--- src/rtl/sprite_blit_color_key_blend_core_defines.svh ---
// Assertion macros for the sprite blitter core.
`ifndef SPRITE_BLIT_COLOR_KEY_BLEND_CORE_DEFINES_SVH
`define SPRITE_BLIT_COLOR_KEY_BLEND_CORE_DEFINES_SVH
`ifndef SYNTH
// Same-cycle implication, sampled on the core clock.
`define SBCB_ASSERT_IMPLY(label, trig, cons) \
   label: assert property (@(posedge clock) disable iff (reset) (trig) |-> (cons)) \
      else $error("sprite blitter check failed");
// Next-cycle implication, sampled on the core clock.
`define SBCB_ASSERT_NEXT(label, trig, cons) \
   label: assert property (@(posedge clock) disable iff (reset) (trig) |=> (cons)) \
      else $error("sprite blitter check failed");
`else
`define SBCB_ASSERT_IMPLY(label, trig, cons)
`define SBCB_ASSERT_NEXT(label, trig, cons)
`endif
`endif

--- src/rtl/sbcb_pkg.sv ---
package sbcb_pkg;

   // Default screen size.
   localparam int SCREEN_WIDTH_DEF  = 320;
   localparam int SCREEN_HEIGHT_DEF = 240;

   // Fixed field widths.
   localparam int PIXEL_W     = 16;
   localparam int COUNT_W     = 10;
   localparam int READ_COL_W  = 9;
   localparam int READ_ROW_W  = 8;
   localparam int CSR_INDEX_W = 3;
   localparam int CSR_DATA_W  = 16;

   // Configuration register indexes.
   typedef enum logic [CSR_INDEX_W-1:0] {
      CSR_ORIGIN_X         = 3'd0,
      CSR_ORIGIN_Y         = 3'd1,
      CSR_RECT_WIDTH       = 3'd2,
      CSR_RECT_HEIGHT      = 3'd3,
      CSR_HALF_TRANSPARENT = 3'd4
   } csr_index_type;

   // One request as it leaves the address stage.
   typedef struct packed {
      logic               is_read;
      logic               hit;
      logic               last;
      logic               blend;
      logic [PIXEL_W-1:0] src;
   } item_type;

   // Per-channel mix of stored and source pixel: (old*128 + new*127) >> 8.
   function automatic logic [PIXEL_W-1:0] mix_half(input logic [PIXEL_W-1:0] old_px,
                                                   input logic [PIXEL_W-1:0] src_px);
      logic [12:0] r_sum;
      logic [13:0] g_sum;
      logic [12:0] b_sum;
      r_sum = 13'({old_px[15:11], 7'd0}) + 13'({src_px[15:11], 7'd0})
              - 13'(src_px[15:11]);
      g_sum = 14'({old_px[10:5], 7'd0}) + 14'({src_px[10:5], 7'd0})
              - 14'(src_px[10:5]);
      b_sum = 13'({old_px[4:0], 7'd0}) + 13'({src_px[4:0], 7'd0})
              - 13'(src_px[4:0]);
      return {r_sum[12:8], g_sum[13:8], b_sum[12:8]};
   endfunction

endpackage

--- src/rtl/sbcb_locate.sv ---
module sbcb_locate #(
   parameter int SCREEN_WIDTH  = sbcb_pkg::SCREEN_WIDTH_DEF,
   parameter int SCREEN_HEIGHT = sbcb_pkg::SCREEN_HEIGHT_DEF,
   localparam int ADDR_W = $clog2(SCREEN_WIDTH * SCREEN_HEIGHT)
) (
   input  logic                               clock,
   input  logic                               reset,
   input  logic                               csr_write_enable,
   input  logic [sbcb_pkg::CSR_INDEX_W-1:0]   csr_index,
   input  logic [sbcb_pkg::CSR_DATA_W-1:0]    csr_write_data,
   input  logic                               accept,
   input  logic                               req_op,
   input  logic [sbcb_pkg::PIXEL_W-1:0]       req_source_pixel,
   input  logic [sbcb_pkg::READ_COL_W-1:0]    req_read_col,
   input  logic [sbcb_pkg::READ_ROW_W-1:0]    req_read_row,
   output sbcb_pkg::item_type                 item,
   output logic [ADDR_W-1:0]                  addr
);

   localparam int COL_W = $clog2(SCREEN_WIDTH);
   localparam int ROW_W = $clog2(SCREEN_HEIGHT);

   logic [15:0]                   origin_x_ff, origin_x_in;
   logic [15:0]                   origin_y_ff, origin_y_in;
   logic [sbcb_pkg::COUNT_W-1:0]  rect_width_ff, rect_width_in;
   logic [sbcb_pkg::COUNT_W-1:0]  rect_height_ff, rect_height_in;
   logic                          half_ff, half_in;
   logic                          csr_known;
   logic [sbcb_pkg::COUNT_W-1:0]  col_ff, col_in;
   logic [sbcb_pkg::COUNT_W-1:0]  row_ff, row_in;
   logic [16:0]                   vx_sum, vy_sum;
   logic                          vx_on, vy_on, read_on, empty, col_end, row_end;
   logic [COL_W-1:0]              col_sel;
   logic [ROW_W-1:0]              row_sel;

   // Register writes; an index beyond the list changes nothing.
   always_comb begin
      origin_x_in    = origin_x_ff;
      origin_y_in    = origin_y_ff;
      rect_width_in  = rect_width_ff;
      rect_height_in = rect_height_ff;
      half_in        = half_ff;
      csr_known      = 1'b0;
      if (csr_write_enable) begin
         unique case (sbcb_pkg::csr_index_type'(csr_index))
            sbcb_pkg::CSR_ORIGIN_X: begin
               origin_x_in = csr_write_data;
               csr_known   = 1'b1;
            end
            sbcb_pkg::CSR_ORIGIN_Y: begin
               origin_y_in = csr_write_data;
               csr_known   = 1'b1;
            end
            sbcb_pkg::CSR_RECT_WIDTH: begin
               rect_width_in = csr_write_data[sbcb_pkg::COUNT_W-1:0];
               csr_known     = 1'b1;
            end
            sbcb_pkg::CSR_RECT_HEIGHT: begin
               rect_height_in = csr_write_data[sbcb_pkg::COUNT_W-1:0];
               csr_known      = 1'b1;
            end
            sbcb_pkg::CSR_HALF_TRANSPARENT: begin
               half_in   = csr_write_data[0];
               csr_known = 1'b1;
            end
            default: csr_known = 1'b0;
         endcase
      end
   end

   // Screen position of the next source pixel and clipping.
   always_comb begin
      vx_sum  = {origin_x_ff[15], origin_x_ff} + {7'd0, col_ff};
      vy_sum  = {origin_y_ff[15], origin_y_ff} + {7'd0, row_ff};
      vx_on   = !vx_sum[16] && (vx_sum[15:0] < 16'(SCREEN_WIDTH));
      vy_on   = !vy_sum[16] && (vy_sum[15:0] < 16'(SCREEN_HEIGHT));
      read_on = (16'(req_read_col) < 16'(SCREEN_WIDTH)) &&
                (16'(req_read_row) < 16'(SCREEN_HEIGHT));
      empty   = (rect_width_ff == '0) || (rect_height_ff == '0);
      col_end = (11'(col_ff) + 11'd1) >= 11'(rect_width_ff);
      row_end = (11'(row_ff) + 11'd1) >= 11'(rect_height_ff);
   end

   // Frame address of the request.
   always_comb begin
      if (req_op) begin
         col_sel = COL_W'(req_read_col);
         row_sel = ROW_W'(req_read_row);
      end else begin
         col_sel = vx_sum[COL_W-1:0];
         row_sel = vy_sum[ROW_W-1:0];
      end
      addr = ADDR_W'(row_sel * SCREEN_WIDTH) + ADDR_W'(col_sel);
   end

   // Request summary for the blend stage.
   always_comb begin
      item.is_read = req_op;
      item.hit     = req_op ? read_on
                            : (!empty && vx_on && vy_on && (req_source_pixel != '0));
      item.last    = !req_op && (empty || (col_end && row_end));
      item.blend   = half_ff;
      item.src     = req_source_pixel;
   end

   // Rectangle walk counters.
   always_comb begin
      col_in = col_ff;
      row_in = row_ff;
      if (csr_known) begin
         col_in = '0;
         row_in = '0;
      end else if (accept && !req_op) begin
         if (empty) begin
            col_in = '0;
            row_in = '0;
         end else if (col_end) begin
            col_in = '0;
            row_in = row_end ? '0 : row_ff + 1'b1;
         end else begin
            col_in = col_ff + 1'b1;
         end
      end
   end

   always_ff @(posedge clock) begin
      if (reset) begin
         origin_x_ff    <= '0;
         origin_y_ff    <= '0;
         rect_width_ff  <= '0;
         rect_height_ff <= '0;
         half_ff        <= 1'b0;
         col_ff         <= '0;
         row_ff         <= '0;
      end else begin
         origin_x_ff    <= origin_x_in;
         origin_y_ff    <= origin_y_in;
         rect_width_ff  <= rect_width_in;
         rect_height_ff <= rect_height_in;
         half_ff        <= half_in;
         col_ff         <= col_in;
         row_ff         <= row_in;
      end
   end

endmodule

--- config.mk ---
export PLATFORM = sky130hd
export DESIGN_NAME = sbcb_locate
export DESIGN_NICKNAME = d
export VERILOG_FILES = /design/src/rtl/sprite_blit_color_key_blend_core_defines.svh /design/src/rtl/sbcb_pkg.sv /design/src/rtl/sbcb_locate.sv
export SDC_FILE = /design/constraint.sdc
export NUM_CORES = 1
export LEC_CHECK = 0
export BUFFER_PORTS_ARGS = -buffer_cell sky130_fd_sc_hd__buf_2
export CORE_MARGIN = 4
export CORE_UTILIZATION = 52
export CTS_CLUSTER_DIAMETER = 60
export DETAILED_ROUTE_END_ITERATION = 10
export GPL_TIMING_DRIVEN = 0
export PLACE_DENSITY = 0.85
export REMOVE_ABC_BUFFERS = 1
export SLEW_MARGIN = 30
export SYNTH_ARGS = -nofsm -noshare
export SYNTH_HDL_FRONTEND = slang
export SYNTH_SLANG_ARGS = --single-unit
--- constraint.sdc ---
create_clock -name clock -period 5.8 [get_ports clock]
set_input_delay 1.16 -clock clock [delete_from_list [all_inputs] [get_ports clock]]
set_output_delay 1.16 -clock clock [all_outputs]
set_load 0.05 [all_outputs]
Word-level counts from Yosys, hierarchy flattened --
Cells that the tools add are included.
Operators by class: add/subtract/negate cells 7, multipliers 1, magnitude comparators 6, eq/ne operators 4, multiplexer cells 10, reduce and logical (&&, ||, !) cells 28
Operators by type and width (count):
- two-way mux 10 bit | 5
- adder 16 x 11 -> 17 bit | 2
- adder 10 x 1 -> 11 bit (second input constant) | 2
- >= comparator 11 x 10 -> 1 bit | 2
- adder 10 x 1 -> 10 bit (second input constant) | 2
- logical NOT 10 bit | 2
- adder 17 x 9 -> 17 bit | 1
- less-than comparator 16 x 8 -> 1 bit (second input constant) | 1
- less-than comparator 16 x 9 -> 1 bit (second input constant) | 1
- nonzero test 16 bit | 1
- AND reduction 2 bit | 6
- multiplier 8 x 3 -> 11 bit (second input constant) | 1
- logical AND 1 bit | 9
- less-than comparator 9 bit (second input constant) | 1
- two-way mux 9 bit | 1
- less-than comparator 8 bit (second input constant) | 1
- two-way mux 8 bit | 1
- == test 3 x 2 -> 1 bit (second input constant) | 2
- OR reduction 5 bit | 1
- logical NOT 1 bit | 4
- == test 3 x 1 -> 1 bit (second input constant) | 1
- == test 3 bit (second input constant) | 1
- logical NOT 3 bit | 1
- two-way mux 1 bit | 3
- 3 further kinds | 4
Word-level totals: flip-flop bits (word level) 73, output and inout bits 37, word-level logic and storage cells 63

Longest topological paths before layout --
word-level depth 7, mapped depth 18

Least setup slack after synthesis --
No wires, ideal clock.
path type input to output, from input port req_op, to output port addr[14], arrival time 4.839 ns, data required time 4.640 ns, slack -0.199 ns, stages 15, buffers on the path 3, cells stage by stage clkbuf_1 -> clkbuf_1 -> clkbuf_1 -> o21ai_0 -> ha_1 -> ha_1 -> inv_1 -> fa_1 -> nor2b_1 -> o31ai_1 -> xnor2_1 -> nand3_1 -> xnor2_1 -> xnor2_1 -> xnor2_1
On the way: longest elaborated chain between the ends 3, elaborated cells between the ends (all ways) 4, classes of those cells add/sub: 1; mul: 1; mux: 2
RTL lines:
- start, declared | RTL line sbcb_locate.sv:12 | input logic req_op,
- two-way mux 8 bit | RTL line sbcb_locate.sv:86 | if (req_op) begin
- multiplier 8 x 3 -> 11 bit | RTL line sbcb_locate.sv:93 | addr = ADDR_W'(row_sel * SCREEN_WIDTH) + ADDR_W'(col_sel);
- adder 17 x 9 -> 17 bit * | RTL line sbcb_locate.sv:93
- end, declared | RTL line sbcb_locate.sv:17 | output logic [ADDR_W-1:0] addr
Every way passes the cells marked *; elsewhere a longest branch is shown, timed or not.

Worst setup path after layout --
from register row_ff[0] (netlist bit), to output port addr[15]
On the way: longest elaborated chain between the ends 4
RTL lines:
- start, declared | RTL line sbcb_locate.sv:30 | logic [sbcb_pkg::COUNT_W-1:0] row_ff, row_in;
- start signal, assigned | RTL line sbcb_locate.sv:142 | row_ff <= row_in;
- adder 16 x 11 -> 17 bit | RTL line sbcb_locate.sv:74 | vy_sum = {origin_y_ff[15], origin_y_ff} + {7'd0, row_ff};
- two-way mux 8 bit | RTL line sbcb_locate.sv:86
- multiplier 8 x 3 -> 11 bit | RTL line sbcb_locate.sv:93
- adder 17 x 9 -> 17 bit | RTL line sbcb_locate.sv:93
Every way passes these cells.

==> flow_metrics.tcl <==
set metrics [dict create \
    run_status "finished, final reports clean" \
    gp_congestion 0.930 \
    maxCapViolCount 0 \
    syn_inst 721 \
    p_per_area_nw_per_um2 184 \
    worst_setup_path_start_kind "flip-flop" \
    synthArstFlopShare_pct 0 \
    die_w_um 111 \
    seq_area_frac_synth_pct 26.3 \
    p_leak_nw 2.69 \
    grt_pass1_wl_um 23200 \
    holdBufCountCts 0 \
    dr.pass1.iters 5 \
    io_buffer_count 93 \
    ys_warn_count 0 \
    hp-class "reg2reg" \
    final_cell_count_no_fill 927 \
    finalClockSkew_ns 0.00654 \
    fin_crit_sh_pct 97.7 \
    via_per_inst 5.73 \
    fmax_mhz 176 \
    mostFrequentLayoutCell "nand2_1" \
    cts_max_level 3 \
    rr_startpoint "row_ff[1]" \
    layout_min_cycle_time_ns 5.67 \
    critical_path_class "reg2out" \
    drv_slew 0 \
    crit_chain "ha_1 -> fa_2 -> a21o_1 -> a21oi_1 -> xor2_1 -> o21ai_1 -> ha_1 -> ha_1 -> a21o_1 -> a21oi_1 -> xnor2_2 -> and4_1 -> mux2_1 -> a22oi_1 -> a31o_1 -> buf_6" \
    core_um2 10400 \
    n_antenna_cell 0 \
    antenna_left 0 \
    vias 5315 \
    nNetsFinal 902 \
    clock-root-buffer "clkbuf_8" \
    fillers 952 \
    drc 0 \
    syn_area_per_cell_um2 7.70 \
    drt-total-wl_um 14100 \
    synthFlopType "dfxtp_1" \
    grt_pass1_vias 4985 \
    die_h_um 111 \
    whs_ns 0.459 \
    worstSkewPairLatency_ns 0.34 \
    finalWorstSetupSlack_ns 0.133 \
    cp_common_cell "ha_1" \
    critPathMaxFanout 6 \
    min-delay-start "rect_height_ff[6]" \
    cts_buffers 9 \
    layout_common_cells "139 x nand2_1, 88 x buf_2, 80 x a21oi_1" \
    grt.overflow.total 0 \
    clk_path_buf_depth 2 \
    cts.clk_slew.worst_paths_ns 0.08 \
    dieArea_um2 12400 \
    crit_required_ns 4.64 \
    synth-edff-count 0 \
    synth_cell_types 72 \
    initial_utilization_pct 53.6 \
    peakVddDrop_mv 0.118 \
    final_util_pct 60.4 \
    cp_slowest_cell "fa_2" \
    grt_use_total_pct 22.1 \
    power.total_mw 1.15 \
    grt_max_degree 56 \
    dp_hpwl_um 10600 \
    initialDrtViolationCount 286 \
    max_slew.worst_pin.slew_ns 0.692 \
    num_rows 37 \
    cts_tree "done" \
    path_buf_inv 1 \
    area_growth_pct 12.7 \
    pin_count 94 \
    setup_violations 0 \
    ys_ff_latch 73 \
    grt_antenna_before_repair 0 \
    pre_cts_ws_ns -0.188 \
    wl_per_cell_um 15.2 \
    arrival_ns 4.51 \
    crit_family "compound AO/OA/AOI/OAI gates" \
    clock_sinks 73 \
    synth_area_um2 5550 \
    post-place-cells 907 \
    end_kind "output pin" \
    relSlewSlack_pct 53.7 \
    hold_viol_final 0 \
    crit_start "row_ff[0]" \
    cpPeakStageDelay_ns 0.38 \
    layout-drive-gt1-share_pct 19.6 \
]
==> flip-flops by register name, indices dropped and copies added, names as in the netlist <==
register        count
origin_x_ff        16
half_ff             1
row_ff             10
origin_y_ff        16
col_ff             10
rect_width_ff      10
rect_height_ff     10
==> cells by family after synthesis <==
family	share of synthesized area [%]
XOR/XNOR	6.47
AO/OA/AOI/OAI	22.0
adder cells (fa/ha/maj)	13.6
AND/OR/NAND/NOR	22.9
multiplexers	2.32
flip-flops	26.3
buffers and inverters	6.40
==> area by class of cell <==
class                           instances  area [um2]  area share [%]
Tap cell                              136         170            2.72
Inverter                               28         105            1.68
Clock buffer                           10         138            2.20
Clock inverter                          5        32.5           0.520
Sequential cell                        73        1470            23.4
Timing Repair Buffer                  100         534            8.54
Multi-Input combinational cell        575        3810            60.9
==> worst register-to-register path, delay by kind of cell, from the launching register on <==
family | cells | cell delay (ns)
fa+ha+maj | 2 | 0.53
xor+xnor | 1 | 0.18
flops | 1 | 0.46
compound gates | 4 | 0.94
simple gates | 5 | 1.22
==> through the flow <==
stage / setup TNS, ns / instance area (um2)
3_5_place_dp: -0.188 / 5960
6_report: 0 / 6260
5_1_grt: -0.0858 / 6260
3_3_place_gp: -0.152 / 5940
2_1_floorplan: 0 / 5300
4_1_cts: 0 / 6180
==> routing by layer <==
| layer | part of all wire, % | routed length [um] | vias up | GRT usage (%) |
|---|---|---|---|---|
| met3 | 5.6 | 793 | 31 | 3.32 |
| met2 | 47 | 6650 | 166 | 36.9 |
| li1 | - | - | 2688 | - |
| met1 | 45 | 6320 | 2430 | 29.2 |
| met4 | 2.6 | 366 | 0 | 7.70 |
| met5 | 0 | 0 | - | 0 |
==> report_power, final <==
group          total [mW]  switching [mW]  leakage (nW)  internal (mW)
clock network       0.353           0.190        0.0802          0.163
registers           0.515         0.00688         0.592          0.509
logic               0.285           0.196          2.02         0.0884
total                1.15           0.393          2.69          0.760
==> synth_stat cells, types with 3 or more instances <==
cell	number	area [um2]
mux2_2	6	67.6
clkbuf_1	22	82.6
o2111ai_1	3	26.3
a21oi_1	82	410
or3_1	3	18.8
o31ai_1	3	22.5
nor4_1	7	43.8
ha_1	54	676
and3_1	10	62.6
nor2b_1	4	25.0
mux2i_1	5	50.1
inv_1	27	101
nand4_1	7	43.8
nand2b_1	6	37.5
xor2_1	21	184
o21ai_0	18	90.1
nand3_1	17	85.1
o21ai_1	14	70.1
o21a_1	6	45.0
dfxtp_1	73	1460
fa_1	4	80.1
nor3b_1	3	22.5
a211o_1	3	26.3
xnor2_1	20	175
a31oi_1	3	18.8
nor3_1	19	95.1
nor2_1	38	143
a211oi_1	7	52.6
or2_2	3	18.8
a21o_1	16	120
nand4b_1	8	70.1
a32o_1	10	100
buf_4	19	143
nand2_1	139	522
==> final timing paths <==
path	end	slack (ns)	cells after the start
hold reg to reg	rect_height_ff[6]	0.46	2
setup reg to reg	row_ff[5]	2.40	12
hold / removal	rect_height_ff[6]	0.46	2
setup / recovery	addr[15]	0.13	16
==> what timing repair did <==
action,in CTS,in global routing
gates resized for setup,4,22
cloned,0,0
pin swaps,3,6
endpoints found under the hold margin,0,0
setup endpoints to repair,3,3
buffers inserted,3,2
(Power assumes the default switching activity.)
