==> config.mk <==
export PLATFORM = sky130hd
export DESIGN_NAME = sbcb_merge
export DESIGN_NICKNAME = d
export VERILOG_FILES = /design/src/rtl/sprite_blit_color_key_blend_core_defines.svh /design/src/rtl/sbcb_pkg.sv /design/src/rtl/sbcb_merge.sv
export SDC_FILE = /design/constraint.sdc
export NUM_CORES = 1
export LEC_CHECK = 0
export BUFFER_PORTS_ARGS = -buffer_cell sky130_fd_sc_hd__buf_2
export CAP_MARGIN = 0
export CORE_MARGIN = 3
export CORE_UTILIZATION = 58
export CTS_BUF_LIST = sky130_fd_sc_hd__clkbuf_4 sky130_fd_sc_hd__clkbuf_8
export DETAILED_ROUTE_END_ITERATION = 8
export HOLD_SLACK_MARGIN = 0.06
export PLACE_DENSITY = 0.9
export SETUP_SLACK_MARGIN = 0.1
export SYNTH_ARGS = -nofsm -noshare
export SYNTH_HDL_FRONTEND = slang
export SYNTH_SLANG_ARGS = --single-unit
export TNS_END_PERCENT = 30
==> constraint.sdc <==
create_clock -name clock -period 5.7 [get_ports clock]
set_input_delay 0 -clock clock [delete_from_list [all_inputs] [get_ports clock]]
set_output_delay 0 -clock clock [all_outputs]
set_load 0.01 [all_outputs]
==> src/rtl/sprite_blit_color_key_blend_core_defines.svh <==
// Assertion macros for the sprite blitter core.
`ifndef SPRITE_BLIT_COLOR_KEY_BLEND_CORE_DEFINES_SVH
`define SPRITE_BLIT_COLOR_KEY_BLEND_CORE_DEFINES_SVH
`ifndef SYNTH
// Same-cycle implication, sampled on the core clock.
`define SBCB_ASSERT_IMPLY(label, trig, cons) \
   label: assert property (@(posedge clock) disable iff (reset) (trig) |-> (cons)) \
      else $error("sprite blitter check failed");
// Next-cycle implication, sampled on the core clock.
`define SBCB_ASSERT_NEXT(label, trig, cons) \
   label: assert property (@(posedge clock) disable iff (reset) (trig) |=> (cons)) \
      else $error("sprite blitter check failed");
`else
`define SBCB_ASSERT_IMPLY(label, trig, cons)
`define SBCB_ASSERT_NEXT(label, trig, cons)
`endif
`endif

==> src/rtl/sbcb_pkg.sv <==
package sbcb_pkg;

   // Default screen size.
   localparam int SCREEN_WIDTH_DEF  = 320;
   localparam int SCREEN_HEIGHT_DEF = 240;

   // Fixed field widths.
   localparam int PIXEL_W     = 16;
   localparam int COUNT_W     = 10;
   localparam int READ_COL_W  = 9;
   localparam int READ_ROW_W  = 8;
   localparam int CSR_INDEX_W = 3;
   localparam int CSR_DATA_W  = 16;

   // Configuration register indexes.
   typedef enum logic [CSR_INDEX_W-1:0] {
      CSR_ORIGIN_X         = 3'd0,
      CSR_ORIGIN_Y         = 3'd1,
      CSR_RECT_WIDTH       = 3'd2,
      CSR_RECT_HEIGHT      = 3'd3,
      CSR_HALF_TRANSPARENT = 3'd4
   } csr_index_type;

   // One request as it leaves the address stage.
   typedef struct packed {
      logic               is_read;
      logic               hit;
      logic               last;
      logic               blend;
      logic [PIXEL_W-1:0] src;
   } item_type;

   // Per-channel mix of stored and source pixel: (old*128 + new*127) >> 8.
   function automatic logic [PIXEL_W-1:0] mix_half(input logic [PIXEL_W-1:0] old_px,
                                                   input logic [PIXEL_W-1:0] src_px);
      logic [12:0] r_sum;
      logic [13:0] g_sum;
      logic [12:0] b_sum;
      r_sum = 13'({old_px[15:11], 7'd0}) + 13'({src_px[15:11], 7'd0})
              - 13'(src_px[15:11]);
      g_sum = 14'({old_px[10:5], 7'd0}) + 14'({src_px[10:5], 7'd0})
              - 14'(src_px[10:5]);
      b_sum = 13'({old_px[4:0], 7'd0}) + 13'({src_px[4:0], 7'd0})
              - 13'(src_px[4:0]);
      return {r_sum[12:8], g_sum[13:8], b_sum[12:8]};
   endfunction

endpackage

==> src/rtl/sbcb_merge.sv <==
module sbcb_merge #(
   parameter int ADDR_W = 17
) (
   input  logic                           clock,
   input  logic                           reset,
   input  logic                           accept,
   input  sbcb_pkg::item_type             item,
   input  logic [ADDR_W-1:0]              addr,
   input  logic [sbcb_pkg::PIXEL_W-1:0]   rd_data,
   output logic                           s1_valid,
   output logic                           hold,
   output logic                           wr_en,
   output logic [ADDR_W-1:0]              wr_addr,
   output logic [sbcb_pkg::PIXEL_W-1:0]   wr_data,
   input  logic                           rsp_stall,
   output logic                           rsp_valid,
   output logic [sbcb_pkg::PIXEL_W-1:0]   rsp_pixel_value,
   output logic                           rsp_written,
   output logic                           rsp_last
);

   logic                          s1_valid_ff, s1_valid_in;
   sbcb_pkg::item_type            s1_item_ff;
   logic [ADDR_W-1:0]             s1_addr_ff;
   logic                          fwd_ff, fwd_in;
   logic [sbcb_pkg::PIXEL_W-1:0]  fwd_data_ff;
   logic                          rsp_valid_ff, rsp_valid_in;
   logic [sbcb_pkg::PIXEL_W-1:0]  rsp_pixel_ff;
   logic                          rsp_written_ff, rsp_last_ff;
   logic                          s1_adv;
   logic [sbcb_pkg::PIXEL_W-1:0]  old_px, value;

   // The stage moves on when the output register is free or being drained.
   assign s1_adv = s1_valid_ff && (!rsp_valid_ff || !rsp_stall);
   assign hold   = s1_valid_ff && !s1_adv;

   // Stored pixel, with the write made in the cycle of this read forwarded.
   always_comb begin
      old_px = fwd_ff ? fwd_data_ff : rd_data;
      if (!s1_item_ff.hit) begin
         value = '0;
      end else if (s1_item_ff.is_read) begin
         value = old_px;
      end else if (s1_item_ff.blend) begin
         value = sbcb_pkg::mix_half(old_px, s1_item_ff.src);
      end else begin
         value = s1_item_ff.src;
      end
      wr_en   = s1_adv && s1_item_ff.hit && !s1_item_ff.is_read;
      wr_addr = s1_addr_ff;
      wr_data = value;
      fwd_in  = wr_en && (addr == s1_addr_ff);
   end

   // Stage and output valid flags.
   always_comb begin
      if (accept) begin
         s1_valid_in = 1'b1;
      end else if (s1_adv) begin
         s1_valid_in = 1'b0;
      end else begin
         s1_valid_in = s1_valid_ff;
      end
      if (s1_adv) begin
         rsp_valid_in = 1'b1;
      end else if (!rsp_stall) begin
         rsp_valid_in = 1'b0;
      end else begin
         rsp_valid_in = rsp_valid_ff;
      end
   end

   always_ff @(posedge clock) begin
      if (reset) begin
         s1_valid_ff  <= 1'b0;
         rsp_valid_ff <= 1'b0;
         fwd_ff       <= 1'b0;
      end else begin
         s1_valid_ff  <= s1_valid_in;
         rsp_valid_ff <= rsp_valid_in;
         if (accept) begin
            fwd_ff <= fwd_in;
         end
      end
   end

   // Payload registers.
   always_ff @(posedge clock) begin
      if (accept) begin
         s1_item_ff  <= item;
         s1_addr_ff  <= addr;
         fwd_data_ff <= value;
      end
      if (s1_adv) begin
         rsp_pixel_ff   <= value;
         rsp_written_ff <= wr_en;
         rsp_last_ff    <= s1_item_ff.last;
      end
   end

   assign s1_valid        = s1_valid_ff;
   assign rsp_valid       = rsp_valid_ff;
   assign rsp_pixel_value = rsp_pixel_ff;
   assign rsp_written     = rsp_written_ff;
   assign rsp_last        = rsp_last_ff;

endmodule

== Word level (Yosys, flattened, before mapping) ==
Cells that the tools add are included.
Word-level totals
  input bits: 57
  RAM bits: 0
  bits in latches: 0
  memories kept: 0
  register bits: 74
  memory bits (read-only): 0
Cells by class
  equality and inequality tests: 2
  muxes and demuxes: 8
  reduce and logical (&&, ||, !) cells: 11
  $lt $le $gt $ge: 0
  bitwise logic cells: 0
  add/subtract/negate cells: 6
  multipliers: 0
  div/mod/pow operators: 0
  shift-type cells: 0
Operators with widths (count)
  $mux 16: 4
  $add 12x12->13: 2
  $sub 13x5->13: 2
  $eq 17x17->1: 1
  $add 13x13->14: 1
  $sub 14x6->14: 1
  $logic_and 1x1->1: 5
  $logic_not 1->1: 4
  $mux 1: 4
  $ne 2x1->1 const B: 1
  $reduce_bool 2->1: 1
  $logic_or 1x1->1: 1

== Logic depth before layout (Yosys ltp) ==
Gate-level depths: netlist (run 1).
  word-level depth: 6
  mapped depth: 11
  depth with buffers taken out: 9

== Least setup slack after synthesis (run 1) ==
No wires, ideal clock.
  kind: register to register
  from: reg fwd_ff
  to: reg fwd_data_ff[14] in the netlist's numbering, data pin
  period minus slack after synthesis: 3.156 ns
  setup time: 0.225 ns
  slack: 2.544 ns
  data arrival time: 2.930 ns
  cell stages (with the launch flop): 10
  cells stage by stage: dfxtp_1 -> clkbuf_1 -> buf_2 -> mux2i_1 -> ha_1 -> or4_4 -> o41ai_4 -> a21oi_2 -> xor2_1 -> a221oi_2
Between the ends
  longest elaborated chain between the ends: 6
Ends and longest elaborated chain
  start, declared: line sbcb_merge.sv:25  | logic fwd_ff, fwd_in;
  start signal, assigned: line sbcb_merge.sv:82  | fwd_ff <= fwd_in;
  $mux 16 (*): line sbcb_merge.sv:39  | old_px = fwd_ff ? fwd_data_ff : rd_data;
  $add 12x12->13: line sbcb_pkg.sv:39  | r_sum = 13'({old_px[15:11], 7'd0}) + 13'({src_px[15:11], 7'd0})
  $sub 13x5->13: line sbcb_pkg.sv:40  | - 13'(src_px[15:11]);
  $mux 16: line sbcb_merge.sv:44  | end else if (s1_item_ff.blend) begin
  $mux 16 (*): line sbcb_merge.sv:42  | end else if (s1_item_ff.is_read) begin
  $mux 16 (*): line sbcb_merge.sv:40  | if (!s1_item_ff.hit) begin
  named net wr_data (one bit): line sbcb_merge.sv:14  | output logic [sbcb_pkg::PIXEL_W-1:0] wr_data,
  end signal, assigned: line sbcb_merge.sv:92  | fwd_data_ff <= value;
  end, declared: line sbcb_merge.sv:26  | logic [sbcb_pkg::PIXEL_W-1:0] fwd_data_ff;
Mark *: on every way through the listed nets, which the timed path passes. The rest lies on a longest branch.
A chain may end at the register's enable or synchronous reset.

== Worst setup path after layout (run 1) ==
  from: reg fwd_ff
  to: out wr_data[14] in the netlist's numbering
Between the ends
  longest elaborated chain between the ends: 6
Ends and longest elaborated chain (line)
  $mux 16 (*): sbcb_merge.sv:39
  $add 12x12->13: sbcb_pkg.sv:39
  $sub 13x5->13: sbcb_pkg.sv:40
  $mux 16: sbcb_merge.sv:44
  $mux 16 (*): sbcb_merge.sv:42
  $mux 16 (*): sbcb_merge.sv:40
  end, declared: sbcb_merge.sv:14
Every way passes the cells marked *; elsewhere a longest branch is shown, timed or not.

==> impl.org, run 1 <==
** Placed design
- Total placed instance area :: 0.00457 sq mm
- Inst Count DP :: 505
- Routability-driven placement finished with a final weighted congestion of 0.818.
- Sum of net half-perimeters after detailed placement :: 6160 um
- OpenSTA, run right after detailed placement, puts the worst setup slack at 2.35 ns.
- Port Buffer Count :: 111

** Pwr
- The share of total power dissipated in combinational logic is 22.2%.
- IR Drop Worst-Case VDD :: 0.000293 V
- Share of total power in sequential cells :: 48.6%
- Cell internal pwr :: 0.995 mW
- Power spread over the standard cell area amounts to 271 mW/mm^2.
- Power share of the clock group :: 29.2%
- For this design the static power due to leakage is 2.27 nW.
- Switching share of power :: 29.0%
- In this run the power spent charging and discharging nets is 0.406 mW.

** Global routing
- Global routing used 26.0% of the available tracks.
- The number of global-route vias before repair is 3193.
- In the global route stage, met3 resource usage came out at 7.26%.
- The first global-routing pass estimated 15200 um of wire.
- In the global route stage, met2 resource usage came out at 44.0%.
- Global route overflow :: 0
- Antenna violations before repair :: 0
- Routing usage on met1 :: 31.7%
- Pin count of the biggest net entering global routing :: 57
- met2 is the most crowded layer.

** Final layout
- The library cells used most frequently in the layout, excluding fill and tap cells, are sky130_fd_sc_hd__buf_2, sky130_fd_sc_hd__edfxtp_1, sky130_fd_sc_hd__inv_1, sky130_fd_sc_hd__dlygate4sd3_1, sky130_fd_sc_hd__ha_1.
- Layout overhead on the synthesized area :: 31.5%
- Ant. Diodes :: 0
- The final layout contains 564 nets.
- Across the whole layout, storage elements account for 0.00219 sq mm.
- Most common library cell in the layout ignoring fill and taps :: sky130_fd_sc_hd__buf_2
- In the final layout, the multi-input gates occupy 0.00154 sq mm.
- Count of filler cells inserted in the layout :: 385
- The finished cells cover 0.00516 sq mm.
- Proportion of layout cells with a drive suffix above 1 :: 28.8%
- The finished layout holds 560 standard cells, fillers aside.

** Clock tree
- For the worst-skew pair, the clock arrives at the later sink with an insertion delay of 0.35 ns.
- CTS H-tree depth :: 3
- Clock tree from TritonCTS :: yes
- The tree is rooted in a sky130_fd_sc_hd__clkbuf_8.
- Inserted Clock Buffers :: 9
- Clock transition at the registers of the reported paths :: 0.09 ns
- No sink is reached through more buffers than the 2 on the longest clock path.
- The tree built by TritonCTS fans out to 74 sinks.

** Yosys
- After synthesis the netlist holds a flip-flop and latch count of 74.
- The synthesized design contains 71 enable-type register cells.
- Synth warn :: 0
- In the synthesized netlist the async set-or-reset flop fraction comes to 0%.
- Share of the synthesized area in the top cell type :: 54.3%
- Biggest area consumer among synthesized cells :: sky130_fd_sc_hd__edfxtp_1
- The netlist uses 43 different library cells.
- Synthesis produced a netlist with a net count of 408.
- Averaged over all synthesized cells, the footprint is 12.2 sq um.
- The synthesized netlist occupies a cell area of 0.00393 sq mm.
- Syn Inst Count :: 322
- Yosys attributes the largest share of cell area to sky130_fd_sc_hd__edfxtp_1, sky130_fd_sc_hd__ha_1, sky130_fd_sc_hd__mux2i_1.
- Sequential elements use 55.8% of the synthesized area.
- Most instantiated flip-flop cell in the synthesis netlist :: sky130_fd_sc_hd__edfxtp_1

** Timing
- Setup slack on the critical path of the routed design comes to 2.01 ns.
- The worst path uses 64.8% of the clock period.
- Final hold analysis gives a worst-case slack of 0.157 ns.
- Setup repair after global routing left no endpoint under its margin.
- Measured against its own limit, the worst slew margin works out to 27.6%.
- Setup Total Neg Slack :: 0 ns
- Counting I/O delays and the setup requirement, the final critical path takes 3.69 ns.
- Based on the critical path, the design can be clocked at up to 0.271 GHz.
- Setup violations remaining at the end of the flow were counted as 0.
- For the pin with the worst max-slew slack, the measured transition is 1.09 ns.
- Worst clock skew on the final layout :: 0.0128 ns
- The final hold violation count is 0.
- The number of slew-limit violations in the final report came to 0.

** Worst setup path
- Launching element type of the critical path :: register
- Critical-path cell with the highest stage delay :: sky130_fd_sc_hd__dfxtp_1
- The critical path is of the register to primary output type.
- Data required, critical path :: 5.70 ns
- Stage delay of the slowest cell on the critical path :: 1.05 ns
- Critical Path End Type :: primary output
- Worst-path cell chain :: mux2i_1 -> ha_1 -> or4_4 -> o41ai_4 -> a21oi_2 -> xor2_1 -> a221oi_2 -> buf_2
- Data on the critical path arrives at its endpoint at 3.69 ns.
- In this run the worst path has a maximum fanout of 17.

** Floorplan
- Core ar. :: 0.00646 sq mm
- During I/O placement, the number of pins put on the boundary was 112.
- The die is 88.3 um tall.
- The die covers 0.00779 sq mm.
- The floorplan has 29 rows.
- The initial utilization of the core area, before any placement, comes to 60.8%.
- Width of the chip :: 88.3 um

** Drt
- The first detailed-routing pass took 5 iterations.
- In the final routed layout, each cell accounts on average for 17.3 um.
- Remaining antenna violation count after routing :: 0
- After detailed routing, the number of vias per cell comes to 5.70.
- The first routing iteration left 157 violations.
- For this run, design rule violations remaining after detail routing come to 0.
- Summed over all layers, the routed wires come to 9680 um.
- Summing over every cut layer, the via total after detailed routing is 3191.

** Job
- The tool flagged a number of max-cap violations equal to 0.

** Hold path
- Hold Crit Class :: input pin to register

** Run status
- Run status :: finished, final reports clean
==> path summary, 6_finish.rpt <==
path	from	to	slack, ns	cells past startpoint
worst max-delay path	fwd_ff$_SDFFE_PP0P_	wr_data[14]	2.01	8
worst min-delay path	rd_data[11]	fwd_data_ff[11]$_DFFE_PP_	0.16	3
worst max register to register	fwd_ff$_SDFFE_PP0P_	rsp_pixel_value[14]$_DFFE_PP_	2.35	7
worst min register to register	s1_item_ff[17]$_DFFE_PP_	rsp_last$_DFFE_PP_	0.44	0
==> power groups by stage <==
| stage | Combinational, mW | Clock [mW] | Sequential [mW] |
|---|---|---|---|
| 6_report | 0.311 | 0.409 | 0.681 |
| 2_1_floorplan | 0.180 | 0 | 0.688 |
| 5_1_grt | 0.344 | 0.441 | 0.686 |
| 3_3_place_gp | 0.272 | 0 | 0.690 |
| 3_5_place_dp | 0.285 | 0 | 0.691 |
| 4_1_cts | 0.306 | 0.417 | 0.679 |
==> Yosys cell counts (3+ instances only) <==
cell                       count
sky130_fd_sc_hd__edfxtp_1     71
sky130_fd_sc_hd__inv_1        45
sky130_fd_sc_hd__ha_1         29
sky130_fd_sc_hd__xor2_1       21
sky130_fd_sc_hd__mux2i_1      20
sky130_fd_sc_hd__a21oi_1      18
sky130_fd_sc_hd__nand2_1      14
sky130_fd_sc_hd__nor2_1       14
sky130_fd_sc_hd__o21ai_0      11
sky130_fd_sc_hd__nand3_1       7
sky130_fd_sc_hd__clkbuf_1      6
sky130_fd_sc_hd__a31oi_1       5
sky130_fd_sc_hd__nor4_1        5
sky130_fd_sc_hd__xnor2_1       5
sky130_fd_sc_hd__nor3_1        4
sky130_fd_sc_hd__a211oi_1      3
sky130_fd_sc_hd__a311oi_1      3
sky130_fd_sc_hd__and3_1        3
sky130_fd_sc_hd__dfxtp_1       3
sky130_fd_sc_hd__o22ai_1       3
==> cell type report <==
type,instances,share of cell area (%)
timing repair buffer,153,18.8
tap,77,1.87
multi-input combinational,195,29.8
clock buffer,9,2.40
clock inverter,7,1.48
sequential,74,42.5
inverter,45,3.27
==> flip-flops by register name, summed over array words and instances (netlist names) <==
name             cells
rsp_pixel_value     16
wr_addr             17
s1_valid             1
fwd_data_ff         16
rsp_last             1
s1_item_ff          20
rsp_written          1
fwd_ff               1
rsp_valid            1
==> per-stage QoR <==
stage	power (mW)	utilization, %
2_1_floorplan	0.868	-
3_3_place_gp	0.961	70.8
3_5_place_dp	0.975	70.8
4_1_cts	1.40	79.9
5_1_grt	1.47	79.9
6_report	1.40	79.9
==> critical path: cells and delay by family, from the launching register on <==
family	cells	cell delay [ns]
flops	1	1.05
compound gates	3	0.84
simple gates	1	0.51
mux	1	0.31
fa+ha+maj	1	0.27
buf+inv	1	0.19
xor+xnor	1	0.16
==> cell families after synthesis <==
family                     Yosys count  synth area share (%)
AOI/OAI and AO/OA                   62                  11.5
and+or+nand+nor                     58                  7.46
DFF                                 74                  55.8
buffers and inverters               53                  5.10
muxes                               20                  5.10
adders and majority gates           29                  9.24
xor gates and xnor gates            26                  5.80
==> what timing repair did <==
action,4_1_cts,5_1_grt
endpoints found under the setup margin,0,0
setup buffers,0,0
hold endpoints to repair,40,0
gates resized for setup,0,0
hold buffers,39,0
==> per-layer routing <==
layer | vias to the layer above | part of all wire [%]
li1 | 1488 | -
met4 | 0 | 2.0
met1 | 1517 | 40
met3 | 20 | 9.2
met5 | - | 0
met2 | 166 | 49
Power figures use the tool's default switching activity.
==> inputs of run 2 (changes only) <==
--- a/config.mk
+++ b/config.mk
@@ -8,11 +8,11 @@
 export BUFFER_PORTS_ARGS = -buffer_cell sky130_fd_sc_hd__buf_2
 export CAP_MARGIN = 0
 export CORE_MARGIN = 3
-export CORE_UTILIZATION = 58
+export CORE_UTILIZATION = 54
 export CTS_BUF_LIST = sky130_fd_sc_hd__clkbuf_4 sky130_fd_sc_hd__clkbuf_8
 export DETAILED_ROUTE_END_ITERATION = 8
 export HOLD_SLACK_MARGIN = 0.06
-export PLACE_DENSITY = 0.9
+export PLACE_DENSITY = 0.84
 export SETUP_SLACK_MARGIN = 0.1
 export SYNTH_ARGS = -nofsm -noshare
 export SYNTH_HDL_FRONTEND = slang
==> constraint.sdc (replaced) <==
create_clock -name clock -period 3.8 [get_ports clock]
set_input_delay 0 -clock clock [delete_from_list [all_inputs] [get_ports clock]]
set_output_delay 0 -clock clock [all_outputs]
set_load 0.01 [all_outputs]
==> run 2 against run 1 <==
Global-route usage is 1.6 points lower. Highest routed layer unchanged. Via count is 2.0% lower. Register-to-register slack lost 1.4 ns. Critical path depth up 1. Final cell count grew 4.1%. Sequential share of layout area decreased by 0.84 points. Hold slack better by 0.048 ns. First-iteration DRC count shrank 11%. Total power up 59%. Largest cell class unchanged.
==> impl.org, run 2 (same netlist as run 1, synthesis figures left out) <==
** Clock tree
- Cts repair resizes :: 0
- CTS H-tree depth :: 3
- Clock transition at the registers of the reported paths :: 0.08 ns
- TritonCTS created 9 clock buffers.
- The later pin in the worst-skew pair is clocked with a latency of 0.35 ns.
- TritonCTS built the clock tree.
- Total clock sinks :: 74
- Maximum clock insertion buffer count :: 2
- Clock tree synthesis selected as its root buffer the cell sky130_fd_sc_hd__clkbuf_8.

** Drt
- Detail-routed via count per cell :: 5.36
- After detailed routing, the average wire length per cell comes to 16.3 um.
- Total vias in the final route :: 3126
- Once detail routing completed, the nets flagged for antenna violations numbered 0.
- DRC violations left :: 0
- After the first detailed-routing iteration, the DRC count stood at 139.
- Routed WL :: 9480 um
- The first detailed-routing pass took 5 iterations.

** Final layout
- The repair_antennas step left the layout with diodes totalling 0.
- In the layout the commonest cells are sky130_fd_sc_hd__buf_2, sky130_fd_sc_hd__edfxtp_1, sky130_fd_sc_hd__inv_1, sky130_fd_sc_hd__dlygate4sd3_1, sky130_fd_sc_hd__ha_1.
- End-of-flow core utilization :: 76.3%
- Leaving out fill and tap cells, the most frequent cell in the layout is sky130_fd_sc_hd__buf_2.
- Final design area excluding fillers :: 0.00527 sq mm
- Final nets :: 568
- Proportion of layout cells with a drive suffix above 1 :: 29.2%
- Relative to the synthesized area, the layout overhead comes to 34.2%.
- Flip-flop count of the largest register after layout :: 20
- Counting flops per register, the top entry is s1_item_ff.

** Global routing
- The first global-routing pass estimated 15900 um of wire.
- Entering global routing, the biggest net connects 35 pins.
- The number of antenna violations at the first check in global routing is 0.
- Via count of the first global-routing pass :: 3356
- Global routing consumed, over all layers together, 24.3% of the routing resources.
- Global route overflow :: 0

** Worst setup path
- Reg-to-reg slack, setup :: 0.92 ns
- Critical-path cell with the highest stage delay :: sky130_fd_sc_hd__nor4_1
- Data on the critical path is required at its endpoint by 3.80 ns.
- The worst register-to-register path begins at fwd_ff$_SDFFE_PP0P_.
- Number of buffers and inverters on the critical path :: 2
- The cell family contributing the most delay on the critical path is compound AO/OA/AOI/OAI gates.
- The endpoint identified for the worst register-to-register timing path is rsp_pixel_value[10]$_DFFE_PP_.
- Critical Path End Type :: primary output
- Crit-path max FO :: 17
- STA classifies the critical path startpoint as a register.
- Worst-path cell chain :: buf_4 -> mux2i_1 -> ha_1 -> nor4_1 -> nand3_1 -> a31oi_1 -> nor4b_1 -> a311oi_1 -> buf_2
- The critical path is of the register to primary output type.
- The number of cells on the worst reg-to-reg path is 8.
- Stage delay of the slowest cell on the critical path :: 0.42 ns
- Data arrives at the worst endpoint at 3.20 ns.

** Hold path
- Launch point of the worst hold path :: rd_data[8]
- In this run the worst hold path is classified as input pin to register.
- The worst hold path passes through 3 cells.
- The path with the worst hold slack has its endpoint at fwd_data_ff[8]$_DFFE_PP_.

** Timing
- Highest achievable clock rate :: 0.312 GHz
- The final hold violation count is 0.
- Final critical-path setup slack :: 0.598 ns
- Tmin final :: 3.20 ns
- RSZ-0062 raised after global routing :: false
- Final setup violation count :: 0
- Final hold analysis gives a worst-case slack of 0.204 ns.
- Actual slew at the worst max-slew pin :: 0.787 ns
- Setup Total Neg Slack :: 0 ns
- The number of slew-limit violations in the final report is 0.
- The clock arrives with 0.0110 ns of skew.
- Worst slew margin :: 47.6%
- After layout, the worst path uses 84.3% of the clock period.

** Pwr
- Cell internal pwr :: 1.63 mW
- IR Drop Worst-Case VDD :: 0.000375 V
- Switching share of power :: 27.1%
- Per report_power, the clock group accounts for 33.5% of the total.
- In this run the power spent charging and discharging nets is 0.605 mW.
- Power density cells :: 424 mW/mm^2
- Combinational logic burns 21.4% of the power.
- Share of total power in sequential cells :: 45.2%
- Static power due to leakage :: 2.31 nW

** Run status
- Run status :: finished, final reports clean

** Floorplan
- Die span in y :: 91.3 um
- In this run the horizontal extent of the chip is 91.3 um.
- Row Count :: 30
- Pin placement for this block handled 112 I/O pins.
- Initial Utilization :: 56.8%
- The floorplan step defined a die boundary enclosing 0.00833 sq mm.
- The floorplan step defined a core boundary enclosing 0.00691 sq mm.

** Placed design
- Total placed instance area :: 0.00462 sq mm
- The congestion estimate from routability-driven global placement came to 0.900.
- Port Buffer Count :: 111
- Detailed placement ended at an HPWL of 6340 um.
- Minimum setup slack after placement :: 0.971 ns

** Job
- Across the run, the number of max-cap violations was 0.
## run 2: cell count changes in the layout (fill, tap and decap cells not counted), sizes merged
cell and change:
clkinv -1, bufinv +2, buf +3, clkinvlp -1, dlygate4sd3 +1
## run 2: area by class of cell
class,instances,area [sq um]
Inverter,45,169
Clock inverter,7,124
Tap cell,96,120
Timing Repair Buffer,157,1000
Sequential cell,74,2190
Fill cell,479,1640
Multi-Input combinational cell,195,1540
Clock buffer,9,124
## run 2: worst max-delay path by stage
stage                        start                       endpoint  slack, ns  depth (start not counted)
2_1_floorplan  fwd_ff$_SDFFE_PP0P_      fwd_data_ff[14]$_DFFE_PP_       0.64                          9
3_3_place_gp   fwd_ff$_SDFFE_PP0P_  rsp_pixel_value[10]$_DFFE_PP_       0.99                          8
3_5_place_dp   fwd_ff$_SDFFE_PP0P_  rsp_pixel_value[10]$_DFFE_PP_       0.97                          8
4_1_cts        fwd_ff$_SDFFE_PP0P_                    wr_data[10]       0.60                          9
5_1_grt        fwd_ff$_SDFFE_PP0P_                    wr_data[10]       0.12                          9
6_report       fwd_ff$_SDFFE_PP0P_                    wr_data[10]       0.60                          9
## run 2: worst min-delay path, delay by kind of cell
kind                   cells  cell delay, ns
buffers and inverters      1            0.09
AOI/OAI and AO/OA          1            0.24
muxes                      1            0.08
## run 2: power by group through the flow
stage	registers, mW	clock network [mW]	logic, mW
finish	1.01	0.748	0.477
global route	1.02	0.797	0.531
CTS	1.01	0.762	0.474
detailed placement	1.02	0	0.439
global placement	1.02	0	0.421
floorplan	1.03	0	0.271
## run 2: per-stage QoR
stage,power (mW),instances
floorplan,1.30,322
global placement,1.44,527
detailed placement,1.46,527
CTS,2.24,583
global route,2.34,583
finish,2.23,583
## run 2: timing repair
item	4_1_cts	5_1_grt
buffers inserted	0	0
hold buffers	40	0
hold endpoints to repair	40	0
## run 2: layer usage
metal / wire (um) / vias to the layer above / track usage (%)
met3: 664 / 18 / 6.96
li1: - / 1499 / -
met5: 0 / - / 0
met4: 173 / 0 / 8.42
met1: 3830 / 1480 / 29.2
met2: 4820 / 129 / 41.8
==> inputs of run 3 (changes only) <==
==> constraint.sdc (replaced) <==
create_clock -name clock -period 3.21 [get_ports clock]
set_input_delay 0 -clock clock [delete_from_list [all_inputs] [get_ports clock]]
set_output_delay 0 -clock clock [all_outputs]
set_load 0.01 [all_outputs]
==> run 3 against run 2 <==
Clock skew rose by 0.0034 ns. Highest routed layer unchanged. Via count rose by 3.0%. Sequential cell count did not move.
==> impl.org, run 3 (same netlist as run 1, synthesis figures left out) <==
** Timing
- Hold WS :: 0.164 ns
- The final critical path takes up 93.2% of the cycle.
- Tmin final :: 2.99 ns
- Setup violations remaining at the end of the flow were counted as 0.
- Highest achievable clock rate :: 0.334 GHz
- Final critical-path setup slack :: 0.218 ns
- The number of slew-limit violations in the final report came to 0.
- Setup Total Neg Slack :: 0 ns
- RSZ-0062 raised after global routing :: true
- Count of endpoints failing hold in the final timing report :: 0
- Worst slew margin :: 45.8%
- Actual slew at the worst max-slew pin :: 0.814 ns
- Between clock sinks in the finished design, the worst skew comes to 0.0144 ns.

** Global routing
- Summed over all layers, the global routing overflow is 0.
- Via count of the first global-routing pass :: 3309
- First-pass GRT wire length :: 16200 um
- All-layer global routing usage :: 24.8%
- Antenna violations before repair :: 0
- Entering global routing, the biggest net connects 39 pins.

** Final layout
- The register with the most flip-flops in the layout has 20 of them.
- The count of cells in the finished layout, fillers not included, comes to 590.
- Layout overhead on the synthesized area :: 36.8%
- The library cell used most frequently in the layout, excluding fill and tap cells, is sky130_fd_sc_hd__buf_2.
- The layout has 483 filler cells.
- Proportion of layout cells with a drive suffix above 1 :: 32.8%
- s1_item_ff holds more flip-flops than any other register.
- Ant. Diodes :: 0
- After the last flow step, the layout net total stands at 575.
- In the layout the commonest cells are sky130_fd_sc_hd__buf_2, sky130_fd_sc_hd__edfxtp_1, sky130_fd_sc_hd__inv_1, sky130_fd_sc_hd__dlygate4sd3_1, sky130_fd_sc_hd__ha_1.

** Pwr
- Share of total power in sequential cells :: 46.1%
- Power density cells :: 483 mW/mm^2
- IR analysis of the VDD net gives a maximum drop of 0.000428 V.
- The share of total power dissipated in combinational logic is 22.9%.
- In this run switching power makes up 28.0% of total power.
- Cell internal pwr :: 1.87 mW
- Power comes to 2.60 mW.
- Per report_power, the clock group accounts for 31.0% of the total.
- The analysis attributes to net switching a power of 0.727 mW.
- For this design the static power due to leakage is 2.35 nW.

** Worst setup path
- The largest single stage delay on the critical path is 0.50 ns.
- Critical-path cell with the highest stage delay :: sky130_fd_sc_hd__or4_4
- Walking the worst path, the cells encountered are buf_12 -> mux2i_4 -> ha_1 -> or4_4 -> o41ai_4 -> a311oi_1 -> a41o_1 -> a21oi_2 -> buf_2.
- In this run the worst path has a maximum fanout of 16.
- Worst Path Class, Setup :: register to primary output
- Critical Path End Type :: primary output
- Data required, critical path :: 3.21 ns
- The kind of cell with the highest combined delay along the critical path is compound AO/OA/AOI/OAI gates.
- Number of buffers and inverters on the critical path :: 2
- STA classifies the critical path startpoint as a register.
- In this run the worst setup path begins at fwd_ff$_SDFFE_PP0P_.
- The worst register-to-register path begins at fwd_ff$_SDFFE_PP0P_.
- Data on the critical path arrives at its endpoint at 2.99 ns.

** Drt
- In the final routed layout, each cell accounts on average for 16.9 um.
- Total vias in the final route :: 3220
- Detail-routed via count per cell :: 5.46
- Summed over all layers, the routed wires come to 9990 um.
- DRC violations left :: 0
- Before antenna repair, the detailed router went through 4 iterations.
- Number of DRC violations after detailed-routing iteration 0 :: 156
- Once detail routing completed, the nets flagged for antenna violations numbered 0.

** Placed design
- The congestion estimate from routability-driven global placement came to 0.819.
- Detailed placement finished with a half-perimeter wire length of 6200 um.
- Minimum setup slack after placement :: 0.415 ns
- Inst Count DP :: 527
- In this run the tool buffered the top-level ports with 111 buffer cells.

** Clock tree
- Clock-pin slew was measured on the worst setup and hold paths at 0.08 ns.
- Total clock sinks :: 74
- Clock tree from TritonCTS :: yes
- Maximum clock insertion buffer count :: 2
- Insertion delay of the later-clocked pin in the worst-skew pair :: 0.35 ns
- Inserted Clock Buffers :: 9
- The clock tree synthesis step divided the H-tree into 3 levels.
- CTS root buf :: sky130_fd_sc_hd__clkbuf_8

** Floorplan
- The die covers 0.00833 sq mm.
- Pin placement for this block handled 112 I/O pins.
- Die span in y :: 91.3 um
- The die is 91.3 um wide.
- Initial Utilization :: 56.8%
- The floorplan has 30 rows.
- The region available for standard cell placement spans 0.00691 sq mm.

** Hold path
- Launch point of the worst hold path :: rd_data[8]
- Hold Crit Class :: input pin to register

** Job
- Across the run, the number of max-cap violations was 0.

** Run status
- Run status :: finished, final reports clean
==> run 3: path summary, 6_finish.rpt <==
| path | endpoint | slack (ns) | cells past startpoint |
|---|---|---|---|
| hold reg to reg | rsp_last$_DFFE_PP_ | 0.43 | 0 |
| setup / recovery | wr_data[15] | 0.22 | 9 |
| setup reg to reg | rsp_pixel_value[14]$_DFFE_PP_ | 0.52 | 9 |
| hold / removal | fwd_data_ff[8]$_DFFE_PP_ | 0.16 | 3 |
==> run 3: layout make-up <==
cell class	count	area (sq um)	area share, %
repair buffers	164	1060	19.8
inverters	45	169	3.14
well taps	96	120	2.24
clock inverters	6	92.6	1.72
clock buffers	10	131	2.45
flip-flops and latches	74	2190	40.8
multi-input cells	195	1600	29.8
==> run 3: routing by layer <==
| metal | track usage [%] | wire (um) | part of all wire [%] | vias up |
|---|---|---|---|---|
| met4 | 6.66 | 110 | 1.1 | 0 |
| met3 | 8.04 | 964 | 9.6 | 12 |
| met2 | 41.8 | 4960 | 50 | 166 |
| li1 | - | - | - | 1514 |
| met5 | 0 | 0 | 0 | - |
| met1 | 30.8 | 3960 | 40 | 1528 |
==> run 3: worst min-delay path: stages <==
cell,delay [ns]
sky130_fd_sc_hd__buf_2,0.09
sky130_fd_sc_hd__mux2i_1,0.10
sky130_fd_sc_hd__o221ai_2,0.21
==> run 3: stage by stage <==
| stage | cell area [sq um] | util [%] |
|---|---|---|
| after detailed placement | 4630 | 67.1 |
| after global placement | 4630 | 67.1 |
| after CTS | 5250 | 76.1 |
| after global routing | 5370 | 77.8 |
| after floorplan | 3930 | - |
| final | 5370 | 77.8 |
==> run 3: repair_timing <==
action	CTS	global route
hold endpoints to repair	40	0
buffers inserted	0	8
pin swaps	1	4
gates resized for setup	1	12
setup endpoints to repair	2	9
hold buffers	39	0
==> run 3: power by group through the flow <==
stage | sequential, mW | clock [mW] | combinational (mW)
2_1_floorplan | 1.22 | 0 | 0.320
6_report | 1.20 | 0.804 | 0.595
3_5_place_dp | 1.21 | 0 | 0.517
3_3_place_gp | 1.21 | 0 | 0.499
5_1_grt | 1.20 | 0.859 | 0.659
4_1_cts | 1.19 | 0.820 | 0.558
